`config.mk`:
```
export PLATFORM = sky130hd
export DESIGN_NAME = gtg_iter
export DESIGN_NICKNAME = d
export VERILOG_FILES = /design/src/sv/gtg_pkg.sv /design/src/sv/gtg_iter.sv
export SDC_FILE = /design/constraint.sdc
export NUM_CORES = 2
export LEC_CHECK = 0
export BUFFER_PORTS_ARGS = -buffer_cell sky130_fd_sc_hd__buf_2
export CAP_MARGIN = 15
export CORE_AREA = 5 5 522 524
export DETAILED_ROUTE_END_ITERATION = 8
export DIE_AREA = 0 0 527 529
export HOLD_SLACK_MARGIN = 0.15
export SETUP_SLACK_MARGIN = 0.2
export SYNTH_ARGS = -nofsm -noshare
export SYNTH_HDL_FRONTEND = slang
export SYNTH_SLANG_ARGS = --single-unit
```
`constraint.sdc`:
```
create_clock -name clock -period 9.3 [get_ports clock]
set_clock_uncertainty 0.1 [all_clocks]
set_input_delay 0.93 -clock clock [delete_from_list [all_inputs] [get_ports clock]]
set_output_delay 0.93 -clock clock [all_outputs]
set_load 0.02 [all_outputs]
```
`src/sv/gtg_pkg.sv`:
```
// Shared types, constants and step functions of the go-to-goal steering controller.
// Depends on nothing; used by gtg_iter and go_to_goal_steering_controller.
package gtg_pkg;

   // Widths of the iteration datapath
   localparam int XW = 28;            // CORDIC x and y
   localparam int ZW = 21;            // CORDIC angle, Q.16 radians
   localparam int SW = 34;            // square-root radicand
   localparam int RW = 17;            // square-root result
   localparam int MW = 21;            // square-root remainder
   localparam int CORDIC_STEPS = 16;
   localparam int ITER_STAGES = 8;

   localparam logic [SW-1:0] FAR_SQ_LIMIT = SW'(41943);
   localparam logic [ZW:0] AIM_LIMIT = (ZW+1)'(13107);
   localparam logic signed [15:0] BOUND_HIGH = 16'sd24576;
   localparam logic signed [ZW-1:0] PI_Q16 = ZW'(205887);
   localparam logic signed [15:0] GOAL_RESET = 16'sd2048;
   localparam logic [15:0] GAIN_RESET = 16'd4096;
   localparam logic [15:0] SPEED_LIMIT_RESET = 16'd4096;

   // Register indexes
   localparam logic [7:0] REG_GAIN = 8'd0;
   localparam logic [7:0] REG_SPEED_LIMIT = 8'd1;

   typedef struct packed {
      logic               mode;
      logic signed [15:0] pos_x;
      logic signed [15:0] pos_y;
      logic signed [15:0] heading;
   } req_type;

   typedef struct packed {
      logic [15:0] linear_speed;
      logic [15:0] turn_rate;
      logic        target_accepted;
   } rsp_type;

   // One word in flight through the iteration stages
   typedef struct packed {
      logic signed [XW-1:0] x;
      logic signed [XW-1:0] y;
      logic signed [ZW-1:0] z;
      logic [MW-1:0]        rem;
      logic [RW-1:0]        root;
      logic [SW-1:0]        rad;
      logic                 mode;
      logic                 acc;
      logic                 far;
      logic signed [15:0]   heading;
   } iter_type;

   function automatic logic signed [ZW-1:0] atan_q16(input int i);
      logic signed [ZW-1:0] a;
      case (i)
         0: a = ZW'(51472);
         1: a = ZW'(30386);
         2: a = ZW'(16055);
         3: a = ZW'(8150);
         4: a = ZW'(4091);
         5: a = ZW'(2047);
         6: a = ZW'(1024);
         7: a = ZW'(512);
         8: a = ZW'(256);
         9: a = ZW'(128);
         10: a = ZW'(64);
         11: a = ZW'(32);
         12: a = ZW'(16);
         13: a = ZW'(8);
         14: a = ZW'(4);
         15: a = ZW'(2);
         default: a = '0;
      endcase
      return a;
   endfunction

   // One vectoring rotation; shifts floor
   function automatic iter_type cordic_step(input iter_type s, input int i);
      iter_type o;
      logic signed [XW-1:0] xs;
      logic signed [XW-1:0] ys;
      o = s;
      xs = s.x >>> i;
      ys = s.y >>> i;
      if (!s.y[XW-1]) begin
         o.x = s.x + ys;
         o.y = s.y - xs;
         o.z = s.z + atan_q16(i);
      end else begin
         o.x = s.x - ys;
         o.y = s.y + xs;
         o.z = s.z - atan_q16(i);
      end
      return o;
   endfunction

   // One restoring square-root digit
   function automatic iter_type sqrt_step(input iter_type s);
      iter_type o;
      logic [MW-1:0] r;
      logic [RW+1:0] trial;
      o = s;
      r = {s.rem[MW-3:0], s.rad[SW-1:SW-2]};
      trial = {s.root, 2'b01};
      if (r >= MW'(trial)) begin
         o.rem = r - MW'(trial);
         o.root = {s.root[RW-2:0], 1'b1};
      end else begin
         o.rem = r;
         o.root = {s.root[RW-2:0], 1'b0};
      end
      o.rad = {s.rad[SW-3:0], 2'b00};
      return o;
   endfunction

endpackage

```
`src/sv/gtg_iter.sv`:
```
// Iteration pipeline: CORDIC bearing and integer square root, two digits per stage, three in the first.
// Depends on gtg_pkg.
module gtg_iter (
   input  logic             clock,
   input  logic             reset,
   input  logic             adv,
   input  logic             in_valid,
   input  gtg_pkg::iter_type in_data,
   output logic             out_valid,
   output gtg_pkg::iter_type out_data
);

   localparam int NS = gtg_pkg::ITER_STAGES;

   gtg_pkg::iter_type stage_ff [NS];
   gtg_pkg::iter_type stage_in [NS];
   logic              valid_ff [NS];

   for (genvar j = 0; j < NS; j++) begin : g_stage
      // first stage takes three root digits, the rest two
      localparam int SQ_N = (j == 0) ? 3 : 2;

      always_comb begin
         gtg_pkg::iter_type st;
         st = (j == 0) ? in_data : stage_ff[(j == 0) ? 0 : j-1];
         for (int k = 0; k < 2; k++) begin
            st = gtg_pkg::cordic_step(st, 2*j + k);
         end
         for (int k = 0; k < 3; k++) begin
            if (k < SQ_N) begin
               st = gtg_pkg::sqrt_step(st);
            end
         end
         stage_in[j] = st;
      end

      // advance payload with the pipe
      always_ff @(posedge clock) begin
         if (adv) begin
            stage_ff[j] <= stage_in[j];
         end
      end

      always_ff @(posedge clock) begin
         if (reset) begin
            valid_ff[j] <= 1'b0;
         end else if (adv) begin
            valid_ff[j] <= (j == 0) ? in_valid : valid_ff[(j == 0) ? 0 : j-1];
         end
      end
   end

   assign out_valid = valid_ff[NS-1];
   assign out_data  = stage_ff[NS-1];

endmodule

```
* Word-level counts from Yosys, hierarchy flattened
Memories as Yosys holds them, arrays and structs flattened.
Cells that the tools add are included.
** Word-level totals
- Bits in registers :: 0
- RAM bits :: 1320
- Logic and storage cells :: 218
- Input bits :: 172
- Output and inout port bits :: 169
- Memories kept :: 2
** Cells by class
- Add/subtract/negate cells :: 112
- Bitwise gates (word level) :: 8
- Multiplexer cells :: 79
- Magnitude comparators :: 17
** Memories
- stage_ff :: depth 8, bits a word 164, read ports 8, clocked after Yosys merged registers in 0, write ports 8, RTL line gtg_iter.sv:15 : gtg_pkg::iter_type stage_ff [NS];
- valid_ff :: depth 8, bits a word 1, read ports 8, clocked after Yosys merged registers in 0, write ports 8, RTL line gtg_iter.sv:17 : logic valid_ff [NS];
** Operator list (number)
- $mux W77 :: 16
- $mux W21 :: 32
- $ge A21 B19 Y1 :: 17
- $add A21 B21 Y21 :: 16
- $sub A21 B21 Y21 :: 16
- $mux W36 :: 9
- $mux W38 :: 8
- $sub A19 B19 Y19 :: 9
- $sub A21 B19 Y21 :: 8
- $add A28 B13 Y28 :: 2
- $add A28 B14 Y28 :: 2
- $add A28 B15 Y28 :: 2
- $add A28 B16 Y28 :: 2
- $add A28 B17 Y28 :: 2
- $add A28 B18 Y28 :: 2
- $add A28 B19 Y28 :: 2
- $add A28 B20 Y28 :: 2
- $add A28 B21 Y28 :: 2
- $add A28 B22 Y28 :: 2
- $add A28 B23 Y28 :: 2
- $add A28 B24 Y28 :: 2
- $add A28 B25 Y28 :: 2
- $add A28 B26 Y28 :: 2
- $add A28 B27 Y28 :: 2
- 19 further kinds :: 55

* Logic depth before layout (Yosys ltp)
An unclocked memory read counts as a cell.
- Depth in word-level cells :: 7
- Depth in mapped cells :: 40
- Mapped depth without buffers :: 38

* Least setup slack after synthesis
Ideal clock, no wire load.
- Kind :: reg-to-reg
- Start point :: mem stage_ff[1][463] in the netlist's numbering
- End point :: mem stage_ff[1][599] in the netlist's numbering (data pin)
- Stages on the path, launching flop included :: 33
- Data arrival time :: 7928 ps
- Buffers on the path :: 5
- Path slack :: 1014 ps
- Data required time :: 8942 ps
- Library setup time :: 258 ps
- Clock period less this slack :: 8286 ps
- Path through :: edfxtp_1 > clkbuf_1 > clkbuf_1 > clkbuf_1 > nor2_1 > xor2_1 > ha_1 > a21oi_1 > o21bai_1 > a2111oi_0 > nor4_1 > o211ai_1 > a21oi_1 > a211o_1 > a21oi_1 > xnor2_1 > clkbuf_1 > clkbuf_1 > ha_1 > a21o_1 > a21oi_1 > o21bai_1 > a21oi_1 > o21bai_1 > a21oi_1 > o21ai_0 > or4_1 > and3_1 > o31a_1 > o21ai_0 > nand2b_1 > a31o_2 > xnor2_1
** RTL lines (RTL line)
- start: declaration :: gtg_iter.sv:15

==> reports/metrics.csv <==
metric,value,unit
relSlewSlack,21.8,%
clock_path_buffers,4,
slew_violations,0,
seqCellArea,35400,µm²
drive_gt1_share,6.66,%
netlist_area,119000,µm²
synthTopCellsByArea,"edfxtp_1 (30%), ha_1 (16%), xnor2_1 (8.9%)",
synth_top_cells_by_count,"ha_1 (1,487), a21oi_1 (1,234), nor2_1 (1,215), xnor2_1 (1,215), edfxtp_1 (1,178)",
die-height,529,µm
rows,190,
cts_buffers,153,
clk_pin_slew,0.05,ns
cp_data_required_time,9.76,ns
top_layer,met5,
fin_nets,15450,
core_area,267000,µm²
synth_flop_cell,edfxtp_1,
worst-path-max-fanout,10,
syn_avg_cell_area,8.87,µm²
avgRoutedWirePerCell,17.2,µm
first_global_vias,90840,
portBuffers,304,
grt_use_total,20.7,%
cp.arrival,9.05,ns
min_period,8.60,ns
ys_seq_area_share,29.6,%
cts_tree,done,
cpMaxStageDelayCell,o41ai_1,
cp-startpoint,stage_ff[0][475],
gp_congestion,0.915,
met2_length,143,mm
holdWs,0.234,ns
fin_crit_sh,92.4,%
synth_top_family_by_area,compound AO/OA/AOI/OAI gates,
cp-start-kind,flop,
synthXorXnorAreaFrac,12.8,%
area_delta_synth_final,9.01,%
rrSetupSlack,0.70,ns
insertion_delay,0.82,ns
clock-sinks,1178,
crit_type,reg -> reg,
synth_most_common_cell,ha_1,
wirelength,300,mm
slowest_delay,0.56,ns
multi_input_area,78800,µm²
grt_pass1_wl,480,mm
ys_types,109,
dieArea,279000,µm²
via_per_inst,5.50,
yosys_register_bits,1178,
drc,0,
synth_mux_area_share,1.13,%
drv_cap,0,
cpMostUsedCell,a21o_1,
worst_slew_pin_slew,1.14,ns
num-fill-cells,25593,
async_flop_share,0,%
syn_inst,13459,
die_w,527,µm
drtAntennaViolNets,0,
synth_top_area_share,29.6,%
met3_length,10.9,mm
rsz0062_at_grt,true,
synthAdderAreaFrac,16.4,%
grt_max_degree,155,
finalSetupViolCount,0,
wl_met1,138,mm
drt_iter0_markers,6054,
fin_util,48.7,%
antenna_found_initial,16,
cts_root_buf,clkbuf_16,
status,completed,
synth_compound_area_share,20.0,%
synthSimpleGateAreaFrac,15.4,%
holdCritPathClass,in -> reg,
vias,95736,
ys_warn_count,0,
final.setup.tns,0,ns
cp-end-kind,flop,
start_util,44.7,%
synth_edf_count,1178,
hpwl,242,mm
htreeDepth,4,
dr.pass1.iters,5,
grt_overflow_total,0,
min_from,in_data[60],
yosysTopAreaCell,edfxtp_1,
fmax,116,MHz
finalHoldViolCount,0,
pin_count,341,
regToRegStartpoint,stage_ff[0][475],
[critical path: cells and delay by family, from the launching register on]
kind                     cells  cell delay [ns]
buffers and inverters        2             0.30
AND/OR/NAND/NOR             10             1.72
AO/OA/AOI/OAI               21             4.71
XOR/XNOR                     3             0.43
adder cells (fa/ha/maj)      2             0.63
flip-flops                   1             0.46
[cells by family after synthesis]
| family | count (synthesis) |
|---|---|
| AO/OA/AOI/OAI | 3788 |
| AND/OR/NAND/NOR | 3778 |
| XOR/XNOR | 1742 |
| adder cells (fa/ha/maj) | 1535 |
| buffers and inverters | 1313 |
| flip-flops | 1178 |
| multiplexers | 124 |
| other | 1 |
[layer usage]
| layer | track usage, % | vias to the layer above |
|---|---|---|
| met4 | 5.26 | 12 |
| li1 | - | 49390 |
| met3 | 2.28 | 388 |
| met1 | 27.1 | 44366 |
| met2 | 36.4 | 1580 |
| met5 | 0 | - |
[stage by stage]
step / setup WS, ns / instances / area [µm²]
2_1_floorplan: 1.01 / 13492 / 119000
3_3_place_gp: 0.374 / 17084 / 124000
3_5_place_dp: 0.447 / 17084 / 124000
4_1_cts: 0.400 / 17405 / 130000
5_1_grt: 0.0922 / 17412 / 130000
6_report: 0.705 / 17415 / 130000
[worst paths after layout]
path | endpoint | cells after the start
worst max-delay path | stage_ff[0][627] | 38
worst min-delay path | stage_ff[0][59] | 1
worst max register to register | stage_ff[0][627] | 38
worst min register to register | stage_ff[0][365] | 0
[final cells by class]
| class | count | share of cell area [%] |
|---|---|---|
| Antenna cell | 6 | 0.0115 |
| Clock buffer | 181 | 3.10 |
| Clock inverter | 88 | 0.694 |
| Inverter | 924 | 2.67 |
| Multi-Input combinational cell | 11001 | 60.5 |
| Sequential cell | 1178 | 27.2 |
| Tap cell | 3552 | 3.42 |
| Timing Repair Buffer | 485 | 2.40 |
[placed cells by master, fill, tap and decap left out, drive strengths merged, types with 34 or more instances in the layout]
cell type       n
dlygate4sd3    52
mux2i          36
nand2         788
nand4          80
nor4b          36
and3          143
fa             48
nor3          383
xnor2        1216
clkinv         59
a21o          443
o21a          183
edfxtp       1178
mux2           88
a21boi        106
buf           433
xor2          524
a31o           36
o21ai         806
a21oi        1237
o31ai         105
nor2b         222
o41ai          46
ha           1487
o211ai         74
clkbuf        181
inv           930
or3           111
nor2         1215
a211oi         86
nor4          112
o21bai        190
nand3         209
a31oi         140
conb           34
nand2b        198
or2            63
and2           78
[registers in the layout, summed over array words and instances (netlist names)]
name / cells
valid_ff: 8
stage_ff: 1170
[what timing repair did]
| action | 4_1_cts | 5_1_grt |
|---|---|---|
| hold endpoints to repair | 52 | 0 |
| setup buffers | 0 | 4 |
| endpoints found under the setup margin | 0 | 45 |
| hold buffers | 52 | 0 |
| gates resized for setup | 0 | 28 |
Power is left out: the tool's default activity adds up to more than one toggle a clock period on the data nets, which glitch-free logic cannot reach.
